[src/design/pmo_pkg.sv]
// Package for the phase-modulation oscillator: types, constants, sine table.
package pmo_pkg;

  localparam int CHANNELS        = 16;
  localparam int SINE_TABLE_BITS = 10;

  localparam int SINE_SIZE   = 1 << SINE_TABLE_BITS;
  localparam int QUARTER     = SINE_SIZE >> 2;
  localparam int FRAC_BITS   = 32 - SINE_TABLE_BITS;
  localparam int PHASE_DEPTH = (CHANNELS < 16) ? CHANNELS : 16;
  localparam int IDX_W       = (PHASE_DEPTH > 1) ? $clog2(PHASE_DEPTH) : 1;

  localparam int MUL_W  = 33;
  localparam int PROD_W = 2 * MUL_W;

  localparam int ADDR_W = 4;
  localparam int DATA_W = 64;
  localparam int SCALE_W = 36;
  localparam logic [SCALE_W-1:0] SCALE_RESET = 36'd5864062014;

  localparam logic REG_RATIO_MODE = 1'b0;
  localparam logic REG_SCALE      = 1'b1;

  localparam longint unsigned HALF_PI_Q30 = 64'd1686629713;

  typedef struct packed {
    logic [3:0]         channel;
    logic signed [31:0] carrier_freq;
    logic signed [31:0] mod_freq;
    logic signed [23:0] mod_index;
    logic signed [23:0] mod_offset;
  } in_word_t;

  typedef struct packed {
    logic signed [15:0] sample_out;
    logic [3:0]         out_channel;
  } out_word_t;

  typedef struct packed {
    logic               ratio_mode;
    logic [SCALE_W-1:0] scale;
  } cfg_t;

  typedef enum logic [3:0] {
    ST_IDLE,
    ST_RATIO,
    ST_RSAT,
    ST_LOOK,
    ST_INTERP,
    ST_SUM,
    ST_MODT,
    ST_MPH,
    ST_CLO,
    ST_CHI,
    ST_CUPD,
    ST_MLO,
    ST_MHI,
    ST_MUPD,
    ST_DONE
  } state_t;

  typedef logic [15:0] qtab_t [0:QUARTER];

  // restoring shift-subtract quotient, table build only
  function automatic longint unsigned udiv(input longint unsigned num,
                                           input longint unsigned den);
    longint unsigned q;
    longint unsigned r;
    q = 0;
    r = 0;
    for (int i = 63; i >= 0; i--) begin
      r = {r[62:0], num[i]};
      q = q << 1;
      if (r >= den) begin
        r = r - den;
        q = q | 64'd1;
      end
    end
    return q;
  endfunction

  function automatic logic [15:0] quarter_sine(input int unsigned k);
    longint unsigned kk;
    longint unsigned x;
    longint unsigned term;
    longint unsigned div;
    longint          sum;
    longint          val;
    kk   = k;
    x    = (kk * HALF_PI_Q30) / QUARTER;
    term = x;
    sum  = longint'(x);
    for (int n = 1; n <= 10; n++) begin
      term = (term * x) >> 30;
      term = (term * x) >> 30;
      div  = longint'(2 * n) * longint'(2 * n + 1);
      term = udiv(term, div);
      if (n % 2 == 1) begin
        sum = sum - longint'(term);
      end else begin
        sum = sum + longint'(term);
      end
    end
    if (sum < 0) begin
      sum = 0;
    end
    val = longint'((longint'(unsigned'(sum)) * 32767 + (64'd1 << 29)) >> 30);
    if (val > 32767) begin
      val = 32767;
    end
    return 16'(val);
  endfunction

  function automatic qtab_t build_qtab();
    qtab_t t;
    for (int k = 0; k <= QUARTER; k++) begin
      t[k] = quarter_sine(k);
    end
    return t;
  endfunction

  localparam qtab_t QTAB = build_qtab();

  // full-wave table value from the quarter-wave table
  function automatic logic signed [15:0] sine_at(input logic [SINE_TABLE_BITS-1:0] idx);
    logic [1:0]                   q;
    logic [SINE_TABLE_BITS-3:0]   r;
    logic [SINE_TABLE_BITS-2:0]   k;
    logic signed [15:0]           v;
    q = idx[SINE_TABLE_BITS-1:SINE_TABLE_BITS-2];
    r = idx[SINE_TABLE_BITS-3:0];
    k = q[0] ? ((SINE_TABLE_BITS-1)'(QUARTER) - {1'b0, r}) : {1'b0, r};
    v = signed'(QTAB[k]);
    return q[1] ? -v : v;
  endfunction

endpackage

[src/design/pmo_mul.sv]
// Shared signed multiplier with registered product.
module pmo_mul (
  input  logic                               clk,
  input  logic signed [pmo_pkg::MUL_W-1:0]   a,
  input  logic signed [pmo_pkg::MUL_W-1:0]   b,
  output logic signed [pmo_pkg::PROD_W-1:0]  prod
);
  import pmo_pkg::*;

  always_ff @(posedge clk) begin
    prod <= a * b;
  end

endmodule

[config.mk]
export PLATFORM = sky130hd
export DESIGN_NAME = pmo_mul
export DESIGN_NICKNAME = d
export VERILOG_FILES = /design/src/design/pmo_pkg.sv /design/src/design/pmo_mul.sv
export SDC_FILE = /design/constraint.sdc
export NUM_CORES = 2
export LEC_CHECK = 0
export BUFFER_PORTS_ARGS = -buffer_cell sky130_fd_sc_hd__buf_4
export CAP_MARGIN = 20
export CORE_MARGIN = 3
export CORE_UTILIZATION = 33
export DETAILED_ROUTE_END_ITERATION = 16
export PLACE_DENSITY = 0.52
export SETUP_SLACK_MARGIN = 0.4
export SLEW_MARGIN = 20
export SYNTH_ARGS = -nofsm -noshare
export SYNTH_HDL_FRONTEND = slang
export SYNTH_SLANG_ARGS = --single-unit
[constraint.sdc]
create_clock -name clk -period 7.25 [get_ports clk]
set_input_delay 0.3625 -clock clk [delete_from_list [all_inputs] [get_ports clk]]
set_output_delay 0.3625 -clock clk [all_outputs]
set_load 0.02 [all_outputs]
==> summary.log <==
qor: synth.synth-seq-area-share 3.24%
qor: clock_network.clock_tree_from_tritoncts built
qor: synth.synthesis.area_per_instance 9.39 um2
qor: layout.reg.largest.list prod (66)
qor: setup_path.worst_setup_path_start_kind input pin
qor: setup_path.worstSetupPathType input pin to flip-flop
qor: global_routing.grt_pass1_vias 32000
qor: layout.largest_reg_flops 66
qor: synth.synthTopCellsByCount sky130_fd_sc_hd__fa_1, sky130_fd_sc_hd__inv_1, sky130_fd_sc_hd__and2_1
qor: floorplanning.top_level_ports 133
qor: placement.portBuffers 132
qor: global_routing.wire_length_of_the_first_global_routing_pass 184000 um
qor: setup_path.worst_setup_path_end_kind flip-flop
qor: floorplanning.die-height 357 um
qor: timing.worst_slew_margin_rel 51.8%
qor: synth.ys.flop_type sky130_fd_sc_hd__dfxtp_1
qor: clock_network.cts_num_sinks 66
qor: clock_network.cts_hold_repair.buffers 0
qor: timing.setup_viol 0
qor: clock_network.clk_path_buf_depth 2
qor: routing.route.met3.wl 4090 um
qor: clock_network.clk_pin_slew 0.07 ns
qor: layout.final.fill_count 12100
qor: timing.fin_worst_hold_slack 0.440 ns
qor: routing.firstDrtPassIters 5
qor: status.outcome finished, final reports clean
qor: synth.syn-instance-count 4338
qor: setup_path.crit_arrival 7.21 ns
qor: routing.met2_length 60300 um
qor: layout.area_growth 21.2%
qor: timing.finalCriticalPeriod 6.91 ns
qor: timing.max_freq 0.145 GHz
qor: placement.post-place-cells 6305
qor: job.max_cap_viol_count 0
qor: synth.mappedNetlistArea 0.0407 mm2
qor: layout.post_route_insts_no_fill 6399
qor: synth.synth_largest_area_cell sky130_fd_sc_hd__fa_1
qor: global_routing.grt_max_degree 28
qor: layout.registers.top_by_ff_count prod
qor: clock_network.cts_buffers 9
qor: placement.gp_congestion 0.857
qor: synth.synth_enable_flop_cells 0
qor: synth.synth_async_sr_flop_share 0%
qor: routing.routed_met1_length 47300 um
qor: floorplanning.initial_cell_density_of_the_core 33.3%
qor: setup_path.crit_path_end prod[58]
qor: setup_path.critical_path_peak_fanout 6
qor: floorplanning.fp.coreArea 0.122 mm2
qor: synth.synth_nets 5767
qor: routing.via_per_inst 4.56
qor: routing.route.detailed.wl_per_inst 18.0 um
qor: hold_path.hp-class input pin to flip-flop
qor: global_routing.grt_antenna_before_repair 2
qor: placement.detailed_placer_s_ending_hpwl 102000 um
qor: routing.ant_nets 0
qor: clock_network.clockRootBuffer sky130_fd_sc_hd__clkbuf_16
qor: routing.dr.first_iter.drc_count 1269
qor: timing.timing.final.crit_share 95.3%
qor: timing.worstMarginPinSlew 0.723 ns
qor: synth.synth.area.top_cells sky130_fd_sc_hd__fa_1, sky130_fd_sc_hd__inv_1, sky130_fd_sc_hd__and2_1
qor: layout.final_layout_size_suffix_gt1_share 19.7%
qor: timing.timing_hold_violations_final 0
qor: synth.synth-seq-cells 66
qor: routing.drc_errors 0
qor: routing.postRouteWirelength 115000 um
qor: layout.count_of_nets_after_finishing 6198
qor: global_routing.gr-usage-all-layers 18.7%
qor: floorplanning.dieArea 0.128 mm2
qor: timing.rsz0062_at_grt true
qor: synth.synth-warning-count 0
qor: synth.yosys.cell_count.top_type sky130_fd_sc_hd__fa_1
qor: routing.route.top_layer_used met5
qor: timing.report.final.slew_viol_count 0
qor: synth.synth_largest_type_area_fraction 56.3%
qor: floorplanning.die_x 357 um
qor: layout.antenna_cells 0
qor: clock_network.cts-htree-levels 3
qor: setup_path.cp.required 7.55 ns
qor: global_routing.grt_overflow 0
qor: floorplanning.fp-row-count 128
qor: setup_path.crit_start a[16]
qor: synth.synth.distinct_cells 80
qor: routing.vias 29200
## layout by cell type, fill, tap and decap left out, types with 33 or more instances in the layout
cell type / count
sky130_fd_sc_hd__a21o_1: 36
sky130_fd_sc_hd__a21oi_1: 38
sky130_fd_sc_hd__and2_1: 534
sky130_fd_sc_hd__buf_12: 46
sky130_fd_sc_hd__buf_4: 492
sky130_fd_sc_hd__buf_6: 67
sky130_fd_sc_hd__dfxtp_1: 66
sky130_fd_sc_hd__fa_1: 1075
sky130_fd_sc_hd__fa_2: 70
sky130_fd_sc_hd__ha_1: 184
sky130_fd_sc_hd__inv_1: 1096
sky130_fd_sc_hd__inv_2: 33
sky130_fd_sc_hd__nand2_1: 541
sky130_fd_sc_hd__nor2_1: 61
sky130_fd_sc_hd__xnor2_1: 41
## metrics by stage
stage | setup TNS (ns) | utilization, % | worst slack [ns] | instance area [um2]
detailed placement | -5.82 | 38.2 | -0.455 | 46600
finish | 0 | 40.4 | 0.337 | 49400
global placement | -6.52 | 38.2 | -0.451 | 46600
global route | 0 | 40.4 | 0.148 | 49400
CTS | 0 | 39.2 | 0.342 | 47900
floorplan | 0 | - | 0.337 | 40900
## routing by layer
layer | global-route usage (%) | up-vias
met5 | 0 | -
met4 | 5.50 | 2
met3 | 1.66 | 113
met2 | 33.5 | 517
met1 | 24.1 | 15300
li1 | - | 13200
## worst min-delay path by stage
stage              from       end  slack, ns  cells after the start
2_1_floorplan      a[0]   prod[0]       0.49                      1
3_3_place_gp   prod[10]  prod[10]       0.78                      1
3_5_place_dp   prod[50]  prod[50]       0.77                      1
4_1_cts            b[0]   prod[0]       0.46                      3
5_1_grt            b[0]   prod[0]       0.43                      3
6_report           b[0]   prod[0]       0.44                      3
## critical path, stage by stage
cell and delay (ns):
sky130_fd_sc_hd__buf_16 0.13, sky130_fd_sc_hd__buf_4 0.18, sky130_fd_sc_hd__and2_1 0.17, sky130_fd_sc_hd__fa_1 0.55, sky130_fd_sc_hd__fa_2 0.44, sky130_fd_sc_hd__fa_1 0.51, sky130_fd_sc_hd__inv_1 0.06, sky130_fd_sc_hd__fa_2 0.40
sky130_fd_sc_hd__fa_1 0.59, sky130_fd_sc_hd__inv_2 0.05, sky130_fd_sc_hd__fa_1 0.46, sky130_fd_sc_hd__fa_1 0.51, sky130_fd_sc_hd__inv_1 0.05, sky130_fd_sc_hd__fa_1 0.51, sky130_fd_sc_hd__inv_2 0.05, sky130_fd_sc_hd__ha_4 0.21
sky130_fd_sc_hd__a211o_1 0.31, sky130_fd_sc_hd__a21o_1 0.18, sky130_fd_sc_hd__a311o_1 0.31, sky130_fd_sc_hd__a31o_1 0.24, sky130_fd_sc_hd__a211oi_4 0.30, sky130_fd_sc_hd__buf_12 0.17, sky130_fd_sc_hd__a21oi_4 0.09, sky130_fd_sc_hd__nor4b_2 0.27
sky130_fd_sc_hd__a311oi_1 0.08
## what timing repair did
item / 4_1_cts / 5_1_grt
gates resized for setup: 180 / 246
setup buffers: 23 / 50
cloned: 1 / 4
endpoints found under the setup margin: 28 / 33
pin swaps: 72 / 169
## layout make-up
| class | instances | area [um2] | share of cell area (%) |
|---|---|---|---|
| multi-input cells | 2920 | 35500 | 71.9 |
| repair buffers | 641 | 6000 | 12.2 |
| inverters | 1131 | 4250 | 8.61 |
| well taps | 1625 | 2030 | 4.12 |
| flip-flops and latches | 66 | 1320 | 2.68 |
| clock buffers | 10 | 239 | 0.484 |
| clock inverters | 6 | 41.3 | 0.0836 |
## logic make-up (layout without fill, tap and decap cells)
kind of cell | Yosys count | in the layout | synth area share, %
AOI/OAI and AO/OA | 219 | 219 | 4.07
xor gates and xnor gates | 68 | 68 | 1.46
adders and majority gates | 1362 | 1362 | 62.9
buffers and inverters | 1352 | 1788 | 12.5
DFF | 66 | 66 | 3.24
and+or+nand+nor | 1271 | 1271 | 15.8
Power is left out: the tool's default activity adds up to more than one toggle a clock period on the data nets, which glitch-free logic cannot reach.
