$ cat config.mk
export PLATFORM = sky130hd
export DESIGN_NAME = pmo_regs
export DESIGN_NICKNAME = d
export VERILOG_FILES = /design/src/design/pmo_pkg.sv /design/src/design/pmo_regs.sv
export SDC_FILE = /design/constraint.sdc
export NUM_CORES = 1
export LEC_CHECK = 0
export BUFFER_PORTS_ARGS = -buffer_cell sky130_fd_sc_hd__buf_4
export CAP_MARGIN = 20
export CORE_MARGIN = 5
export CORE_UTILIZATION = 39
export CTS_BUF_LIST = sky130_fd_sc_hd__clkbuf_16
export DETAILED_ROUTE_END_ITERATION = 16
export PLACE_DENSITY = 0.81
export SLEW_MARGIN = 10
export SYNTH_ARGS = -nofsm -noshare
export SYNTH_HDL_FRONTEND = slang
export SYNTH_SLANG_ARGS = --single-unit
export TNS_END_PERCENT = 30
$ cat constraint.sdc
create_clock -name clk -period 1.17 [get_ports clk]
set_input_delay 0.234 -clock clk [delete_from_list [all_inputs] [get_ports clk]]
set_output_delay 0.234 -clock clk [all_outputs]
set_load 0.03 [all_outputs]
$ cat src/design/pmo_pkg.sv
// Package for the phase-modulation oscillator: types, constants, sine table.
package pmo_pkg;

  localparam int CHANNELS        = 16;
  localparam int SINE_TABLE_BITS = 10;

  localparam int SINE_SIZE   = 1 << SINE_TABLE_BITS;
  localparam int QUARTER     = SINE_SIZE >> 2;
  localparam int FRAC_BITS   = 32 - SINE_TABLE_BITS;
  localparam int PHASE_DEPTH = (CHANNELS < 16) ? CHANNELS : 16;
  localparam int IDX_W       = (PHASE_DEPTH > 1) ? $clog2(PHASE_DEPTH) : 1;

  localparam int MUL_W  = 33;
  localparam int PROD_W = 2 * MUL_W;

  localparam int ADDR_W = 4;
  localparam int DATA_W = 64;
  localparam int SCALE_W = 36;
  localparam logic [SCALE_W-1:0] SCALE_RESET = 36'd5864062014;

  localparam logic REG_RATIO_MODE = 1'b0;
  localparam logic REG_SCALE      = 1'b1;

  localparam longint unsigned HALF_PI_Q30 = 64'd1686629713;

  typedef struct packed {
    logic [3:0]         channel;
    logic signed [31:0] carrier_freq;
    logic signed [31:0] mod_freq;
    logic signed [23:0] mod_index;
    logic signed [23:0] mod_offset;
  } in_word_t;

  typedef struct packed {
    logic signed [15:0] sample_out;
    logic [3:0]         out_channel;
  } out_word_t;

  typedef struct packed {
    logic               ratio_mode;
    logic [SCALE_W-1:0] scale;
  } cfg_t;

  typedef enum logic [3:0] {
    ST_IDLE,
    ST_RATIO,
    ST_RSAT,
    ST_LOOK,
    ST_INTERP,
    ST_SUM,
    ST_MODT,
    ST_MPH,
    ST_CLO,
    ST_CHI,
    ST_CUPD,
    ST_MLO,
    ST_MHI,
    ST_MUPD,
    ST_DONE
  } state_t;

  typedef logic [15:0] qtab_t [0:QUARTER];

  // restoring shift-subtract quotient, table build only
  function automatic longint unsigned udiv(input longint unsigned num,
                                           input longint unsigned den);
    longint unsigned q;
    longint unsigned r;
    q = 0;
    r = 0;
    for (int i = 63; i >= 0; i--) begin
      r = {r[62:0], num[i]};
      q = q << 1;
      if (r >= den) begin
        r = r - den;
        q = q | 64'd1;
      end
    end
    return q;
  endfunction

  function automatic logic [15:0] quarter_sine(input int unsigned k);
    longint unsigned kk;
    longint unsigned x;
    longint unsigned term;
    longint unsigned div;
    longint          sum;
    longint          val;
    kk   = k;
    x    = (kk * HALF_PI_Q30) / QUARTER;
    term = x;
    sum  = longint'(x);
    for (int n = 1; n <= 10; n++) begin
      term = (term * x) >> 30;
      term = (term * x) >> 30;
      div  = longint'(2 * n) * longint'(2 * n + 1);
      term = udiv(term, div);
      if (n % 2 == 1) begin
        sum = sum - longint'(term);
      end else begin
        sum = sum + longint'(term);
      end
    end
    if (sum < 0) begin
      sum = 0;
    end
    val = longint'((longint'(unsigned'(sum)) * 32767 + (64'd1 << 29)) >> 30);
    if (val > 32767) begin
      val = 32767;
    end
    return 16'(val);
  endfunction

  function automatic qtab_t build_qtab();
    qtab_t t;
    for (int k = 0; k <= QUARTER; k++) begin
      t[k] = quarter_sine(k);
    end
    return t;
  endfunction

  localparam qtab_t QTAB = build_qtab();

  // full-wave table value from the quarter-wave table
  function automatic logic signed [15:0] sine_at(input logic [SINE_TABLE_BITS-1:0] idx);
    logic [1:0]                   q;
    logic [SINE_TABLE_BITS-3:0]   r;
    logic [SINE_TABLE_BITS-2:0]   k;
    logic signed [15:0]           v;
    q = idx[SINE_TABLE_BITS-1:SINE_TABLE_BITS-2];
    r = idx[SINE_TABLE_BITS-3:0];
    k = q[0] ? ((SINE_TABLE_BITS-1)'(QUARTER) - {1'b0, r}) : {1'b0, r};
    v = signed'(QTAB[k]);
    return q[1] ? -v : v;
  endfunction

endpackage

$ cat src/design/pmo_regs.sv
// APB configuration registers: ratio mode and sample period scale.
module pmo_regs (
  input  logic                          clk,
  input  logic                          rst,
  input  logic                          psel,
  input  logic                          penable,
  input  logic                          pwrite,
  input  logic [pmo_pkg::ADDR_W-1:0]    paddr,
  input  logic [pmo_pkg::DATA_W-1:0]    pwdata,
  output logic [pmo_pkg::DATA_W-1:0]    prdata,
  output logic                          pready,
  output pmo_pkg::cfg_t                 cfg
);
  import pmo_pkg::*;

  logic reg_sel;
  logic wr;

  assign reg_sel = paddr[ADDR_W-1];
  assign wr      = psel && penable && pwrite;
  assign pready  = 1'b1;

  always_ff @(posedge clk) begin
    if (rst) begin
      cfg.ratio_mode <= 1'b0;
      cfg.scale      <= SCALE_RESET;
    end else if (wr) begin
      if (reg_sel == REG_RATIO_MODE) begin
        cfg.ratio_mode <= pwdata[0];
      end else begin
        cfg.scale <= pwdata[SCALE_W-1:0];
      end
    end
  end

  always_comb begin
    if (reg_sel == REG_SCALE) begin
      prdata = {{(DATA_W-SCALE_W){1'b0}}, cfg.scale};
    end else begin
      prdata = {{(DATA_W-1){1'b0}}, cfg.ratio_mode};
    end
  end

endmodule

==> metrics.csv, run 1 <==
stage,metric,value,unit
run_status,outcome,"finished, violations left",
run_status,failing checks,negative setup slack,
finish,fill count,474,
critical_path,reg2reg setup slack,0.47,ns
route,Vias/cell,4.337,
critical_path,Crit Path Class,reg -> out,
clock_network,H-tree depth,2,
timing,post-layout min period,1.232,ns
yosys,synth top area cells,"dfxtp_1 36%, mux2i_1 18%, buf_4 11%",
timing,Relative slew margins,60.82,%
grt,first-pass GRT wire length,8528,um
pwr,Pwr Density,1063,nW/um^2
critical_path,CP arrival,1.00,ns
grt,largest net degree at the start of global routing,74,
grt,initial antenna violation count,0,
timing,RSZ-0062 raised after global routing,yes,
route,Final ANT Viol Nets,0,
hold_path,hold path endpoint,cfg[24],
timing,worst hold margin,0.2150,ns
critical_path,worst r2r dst,cfg[36],
floorplanning,die height,83.04,um
critical_path,"Req. time, crit path",0.94,ns
yosys,Synth Flop Type,dfxtp_1,
hold_path,Hold Crit Class,in -> reg,
finish,Register Area,779.5,um^2
yosys,top-count cell post-synth,nor2_1,
critical_path,CP Launch Type,register,
floorplanning,num rows,26,
yosys,"EDFF count, synth",0,
timing,Tcrit/Tclk final,105.3,%
clock_network,CTS tree,yes,
finish,Top reg by flops,cfg,
yosys,top cell type's share of synthesized area,35.60,%
place,detailed-placement wirelength estimate,3982,um
finish,layout cells sized above 1,46.78,%
yosys,post-synth cell types,13,
yosys,synth warn,0,
pwr,maximum vdd drop,553.4,uV
floorplanning,Top Ports,175,
clock_network,Worst-path clk slew,0.05,ns
critical_path,Setup crit end kind,output port,
timing,"Worst Setup Slack, final",-0.06165,ns
timing,"Slew Viols, Final",0,
clock_network,CTS Root Cell,clkbuf_16,
floorplanning,starting density of the core,40.48,%
clock_network,CTS Buf Count,5,
timing,hold violation count in the final report,0,
route,WL per Instance,12.65,um
clock_network,Clock Latency Late Sink,0.27,ns
place,IO Port Bufs,114,
pwr,Pleak,0.001391,uW
floorplanning,die extent in x,83.04,um
yosys,post-synthesis sequential area ratio,35.60,%
hold_path,HP Start,pwdata[24],
clock_network,hold buffers post-CTS,0,
timing,Final Setup Violations,1,
finish,biggest regs,cfg x37,
floorplanning,die area,6896,um^2
job,max_cap viols,0,
clock_network,Clock Path Buffers,2,
hold_path,WHS Path Cells,3,
finish,"Core Util, Final",59.76,%
route,Pre-antenna DRT Iters,4,
grt,total track usage,14.66,%
route,via count,1787,
finish,net count of the finished layout,414,
timing,Clock Skews,0,ns
route,1st-iter DRT viols,66,
finish,synthesis-to-layout area growth,47.62,%
yosys,post-synth top area cell,dfxtp_1,
pwr,total power,3265,uW
finish,multi-input gate area in the final layout,1100,um^2
yosys,Synth Cell Area,2081,um^2
place,RD Place Congestion,0.7279,
route,Post-route DRC,0,
grt,vias in the first global route,1754,
finish,max reg flops,37,
critical_path,Worst R2R Path Depth,3,
route,drt total wl,5210,um
timing,actual slew at the worst max-slew pin,0.5877,ns
finish,Ant. Diodes,0,
yosys,share of flip-flops with an asynchronous set or reset,0,%
critical_path,worst r2r src,cfg[36],
floorplanning,core area,5140,um^2
timing,Max Freq,811.9,MHz
yosys,"top cells by count, synth","38 x nor2_1, 37 x dfxtp_1, 37 x mux2i_1, 35 x and2_1, 35 x nand2b_1",
yosys,Syn Inst Count,232,
grt,total grt overflow,0,
critical_path,crit-path max FO,2,
yosys,"FF+latch count, synth",37,
clock_network,Sink Count,37,
yosys,Mean Syn Cell Area,8.969,um^2
per-layer routing:
layer	part of all wire, %	vias up	track usage (%)
met5	0	-	0
li1	-	885	-
met3	8.0	2	4.950
met1	37	828	15.71
met4	0.27	0	3.120
met2	55	72	27.62
worst max path at each step:
stage,startpoint,endpoint,slack (ns),cells after the start
floorplan,paddr[3],prdata[10],0.04,3
global placement,rst,cfg[0],0.06,3
detailed placement,rst,cfg[0],0.03,3
CTS,cfg[36],prdata[0],-0.07,2
global route,cfg[36],prdata[0],-0.09,2
finish,cfg[36],prdata[0],-0.06,2
cell type report:
type	count	share of cell area (%)
tap	70	2.851
sequential	37	25.38
clock inverter	3	0.3666
timing repair buffer	120	31.53
clock buffer	5	4.073
multi-input combinational	177	35.80
layout by cell type (no fill, tap or decap), drive strengths merged:
cell type | Yosys | routed
mux2i | 37 | 37
nand4b | 1 | 1
buf | 37 | 120
nand2b | 35 | 35
nor2 | 38 | 38
and4 | 1 | 1
mux2 | 1 | 1
and2 | 35 | 35
clkbuf | 8 | 5
dfxtp | 37 | 37
inv | 0 | 3
conb | 2 | 29
cell families (layout without fill, tap and decap cells):
group                  count (synthesis)  count (layout)  synth area share [%]
multiplexers                          38              38                 18.34
buffers and inverters                 45             128                 16.84
flip-flops                            37              37                 35.60
AND/OR/NAND/NOR                      110             110                 28.86
other                                  2              29                0.3609
report_power, final:
| group | switching, uW | total, uW | internal (uW) | leakage [uW] |
|---|---|---|---|---|
| Clock | 468 | 1230 | 765 | 0.0000776 |
| Combinational | 432 | 718 | 286 | 0.00101 |
| Sequential | 20.5 | 1310 | 1290 | 0.000301 |
timing repair:
action                                  in CTS  in global routing
endpoints found under the setup margin       4                 32
resized for setup                            7                 35
setup buffers                                2                  0
hold endpoints to repair                     0                  0
through the flow:
stage	setup WS (ns)	setup TNS [ns]	area [um^2]	cells
3_3_place_gp	0.05677	0	2843	402
2_1_floorplan	0.03871	0	2182	259
5_1_grt	-0.08568	-0.1116	3072	412
4_1_cts	-0.06974	-0.06974	3008	412
3_5_place_dp	0.03344	0	2843	402
6_report	-0.06165	-0.06165	3072	412
critical path, cell delays in order (launching register included):
cell	delay (ns)
dfxtp_2	0.32
mux2_4	0.27
buf_6	0.14
No activity file was read; power rests on OpenSTA's default activity.
==> run 2, diff against run 1 <==
Settings changed: RECOVER_POWER set to 25.
==> run 2 against run 1 <==
The run still ends with negative setup slack left. Sequential cell count unchanged. Hold slack stayed put. Critical path depth did not move. Clock power about the same. Routed wire length about the same. Global-route usage is the same. Sequential share of layout area stayed put. Sequential power about the same. First-iteration DRC count stayed put.
==> metrics.csv, run 2 (same netlist as run 1, synthesis figures left out) <==
stage,metric,value,unit,change
route,1st-iter DRT viols,66,,unchanged
grt,initial antenna violation count,0,,unchanged
timing,post-layout min period,1.232,ns,unchanged
timing,Tcrit/Tclk final,105.3,%,unchanged
floorplanning,starting density of the core,40.48,%,unchanged
clock_network,CTS Root Cell,clkbuf_16,,unchanged
route,Final ANT Viol Nets,0,,unchanged
pwr,Pwr Density,1063,nW/um^2,about the same
run_status,outcome,"finished, violations left",,unchanged
floorplanning,core area,5140,um^2,unchanged
critical_path,"Buf+Inv Stages, Crit Path",1,,unchanged
timing,setup tns final,-0.06165,ns,unchanged
floorplanning,die height,83.04,um,unchanged
timing,actual slew at the worst max-slew pin,0.6365,ns,was 0.5877 ns
pwr,maximum vdd drop,553.5,uV,was 553.4 uV
finish,"commonest non-fill, non-tap cell in the layout",buf_4,,unchanged
critical_path,Crit path largest cell delay,0.32,ns,about the same
finish,biggest regs,cfg x37,,unchanged
clock_network,hold buffers post-CTS,0,,unchanged
timing,Max Freq,811.9,MHz,unchanged
grt,total track usage,14.66,%,unchanged
timing,Clock Skews,0,ns,unchanged
timing,RSZ-0062 raised after global routing,yes,,unchanged
pwr,sw power,921.1,uW,about the same
floorplanning,die area,6896,um^2,unchanged
route,Pre-antenna DRT Iters,4,,unchanged
floorplanning,num rows,26,,unchanged
route,drt total wl,5211,um,was 5210 um
place,minimum setup slack after placement,0.03344,ns,unchanged
critical_path,"Req. time, crit path",0.94,ns,about the same
place,Area after DPL,2843,um^2,unchanged
clock_network,Clock Path Buffers,2,,unchanged
finish,net count of the finished layout,414,,unchanged
clock_network,H-tree depth,2,,unchanged
grt,total grt overflow,0,,unchanged
grt,vias in the first global route,1754,,unchanged
pwr,sequential share of power,40.2,%,about the same
critical_path,"delay-heaviest family, CP",flip-flops,,unchanged
timing,"Slew Viols, Final",0,,unchanged
critical_path,Setup crit end kind,output port,,unchanged
floorplanning,Top Ports,175,,unchanged
clock_network,Clock Latency Late Sink,0.27,ns,about the same
clock_network,CTS tree,yes,,unchanged
finish,synthesis-to-layout area growth,47.62,%,unchanged
place,IO Port Bufs,114,,unchanged
timing,Relative slew margins,57.57,%,was 60.82%
pwr,Logic pwr share,22.0,%,about the same
route,WL per Instance,12.65,um,about the same
timing,hold violation count in the final report,0,,unchanged
job,max_cap viols,0,,unchanged
critical_path,CP arrival,1.00,ns,about the same
finish,most frequent cells in the layout,"108 x buf_4, 38 x nor2_1, 37 x mux2i_1",,"was 109 x buf_4, 38 x nor2_1, 37 x mux2i_1"
finish,layout cells sized above 1,46.78,%,unchanged
place,detailed-placement wirelength estimate,3982,um,unchanged
timing,Final Setup Violations,1,,unchanged
pwr,Pint,2344,uW,about the same
place,RD Place Congestion,0.7279,,unchanged
critical_path,CP Launch Type,register,,unchanged
grt,largest net degree at the start of global routing,74,,unchanged
route,via count,1787,,unchanged
finish,max reg flops,37,,unchanged
timing,"Worst Setup Slack, final",-0.06165,ns,unchanged
route,Post-route DRC,0,,unchanged
pwr,clock network power share,37.8,%,about the same
grt,first-pass GRT wire length,8528,um,unchanged
run_status,failing checks,negative setup slack,,unchanged
floorplanning,die extent in x,83.04,um,unchanged
finish,Final Cell Area,3072,um^2,unchanged
clock_network,Worst-path clk slew,0.05,ns,about the same
route,Vias/cell,4.337,,unchanged
clock_network,Sink Count,37,,unchanged
finish,Top reg by flops,cfg,,unchanged
critical_path,Crit Path Class,reg -> out,,unchanged
hold_path,Hold Crit Class,in -> reg,,unchanged
pwr,Sw Ratio,28.21,%,about the same
pwr,Pleak,0.001391,uW,about the same
critical_path,slowest CP cell,dfxtp_2,,unchanged
critical_path,worst path cell trace,mux2_4 -> buf_6,,unchanged
finish,Ant. Diodes,0,,unchanged
critical_path,crit-path max FO,2,,unchanged
clock_network,CTS Buf Count,5,,unchanged
-- run 2: cell count changes in the layout (fill, tap and decap cells not counted), sizes merged --
cell | previous run | this run
buf | 120 | 119
clkbuf | 5 | 6
-- run 2: worst paths after layout --
| kind | slack, ns | from | depth (start not counted) | end |
|---|---|---|---|---|
| max | -0.06 | cfg[36] | 2 | prdata[0] |
| min reg2reg | 0.48 | cfg[8] | 2 | cfg[8] |
| min | 0.21 | pwdata[24] | 3 | cfg[24] |
| max reg2reg | 0.47 | cfg[36] | 3 | cfg[36] |
-- run 2: worst register-to-register path, cell delays in order, from the launching register on --
cell      delay (ns)
dfxtp_2         0.33
buf_4           0.11
nand2b_1        0.05
mux2i_1         0.14
-- run 2: power groups by stage --
| stage | clock (uW) | sequential (uW) | combinational [uW] |
|---|---|---|---|
| final | 1230 | 1310 | 718 |
| after global routing | 1350 | 1320 | 762 |
| after CTS | 1280 | 1310 | 714 |
| after detailed placement | 0 | 1340 | 709 |
| after global placement | 0 | 1340 | 698 |
| after floorplan | 0 | 1390 | 479 |
-- run 2: metal layers --
layer	global-route usage (%)	share of wire, %	vias to the layer above
met5	0	0	-
met4	3.120	0.27	0
met3	4.950	8.0	2
met2	27.62	55	72
met1	15.71	37	828
li1	-	-	885
-- run 2: timing repair --
item	in CTS	in global routing
setup endpoints to repair	4	32
hold endpoints to repair	0	0
setup buffers	2	0
resized for setup	7	35
-- run 2: stage by stage --
stage | hold WS [ns] | power, uW | std cells | util, %
2_1_floorplan | 0.3887 | 1868 | 259 | -
3_3_place_gp | 0.4711 | 2033 | 402 | 55.31
3_5_place_dp | 0.4841 | 2046 | 402 | 55.31
4_1_cts | 0.2137 | 3308 | 412 | 58.52
5_1_grt | 0.2139 | 3433 | 412 | 59.76
6_report | 0.2150 | 3265 | 412 | 59.76
-- run 2: final cells by class --
cell class | instances | area (um^2)
multi-input cells | 177 | 1100
well taps | 70 | 87.58
repair buffers | 120 | 968.4
fillers | 474 | 2068
clock buffers | 5 | 125.1
flip-flops and latches | 37 | 779.5
clock inverters | 3 | 11.26
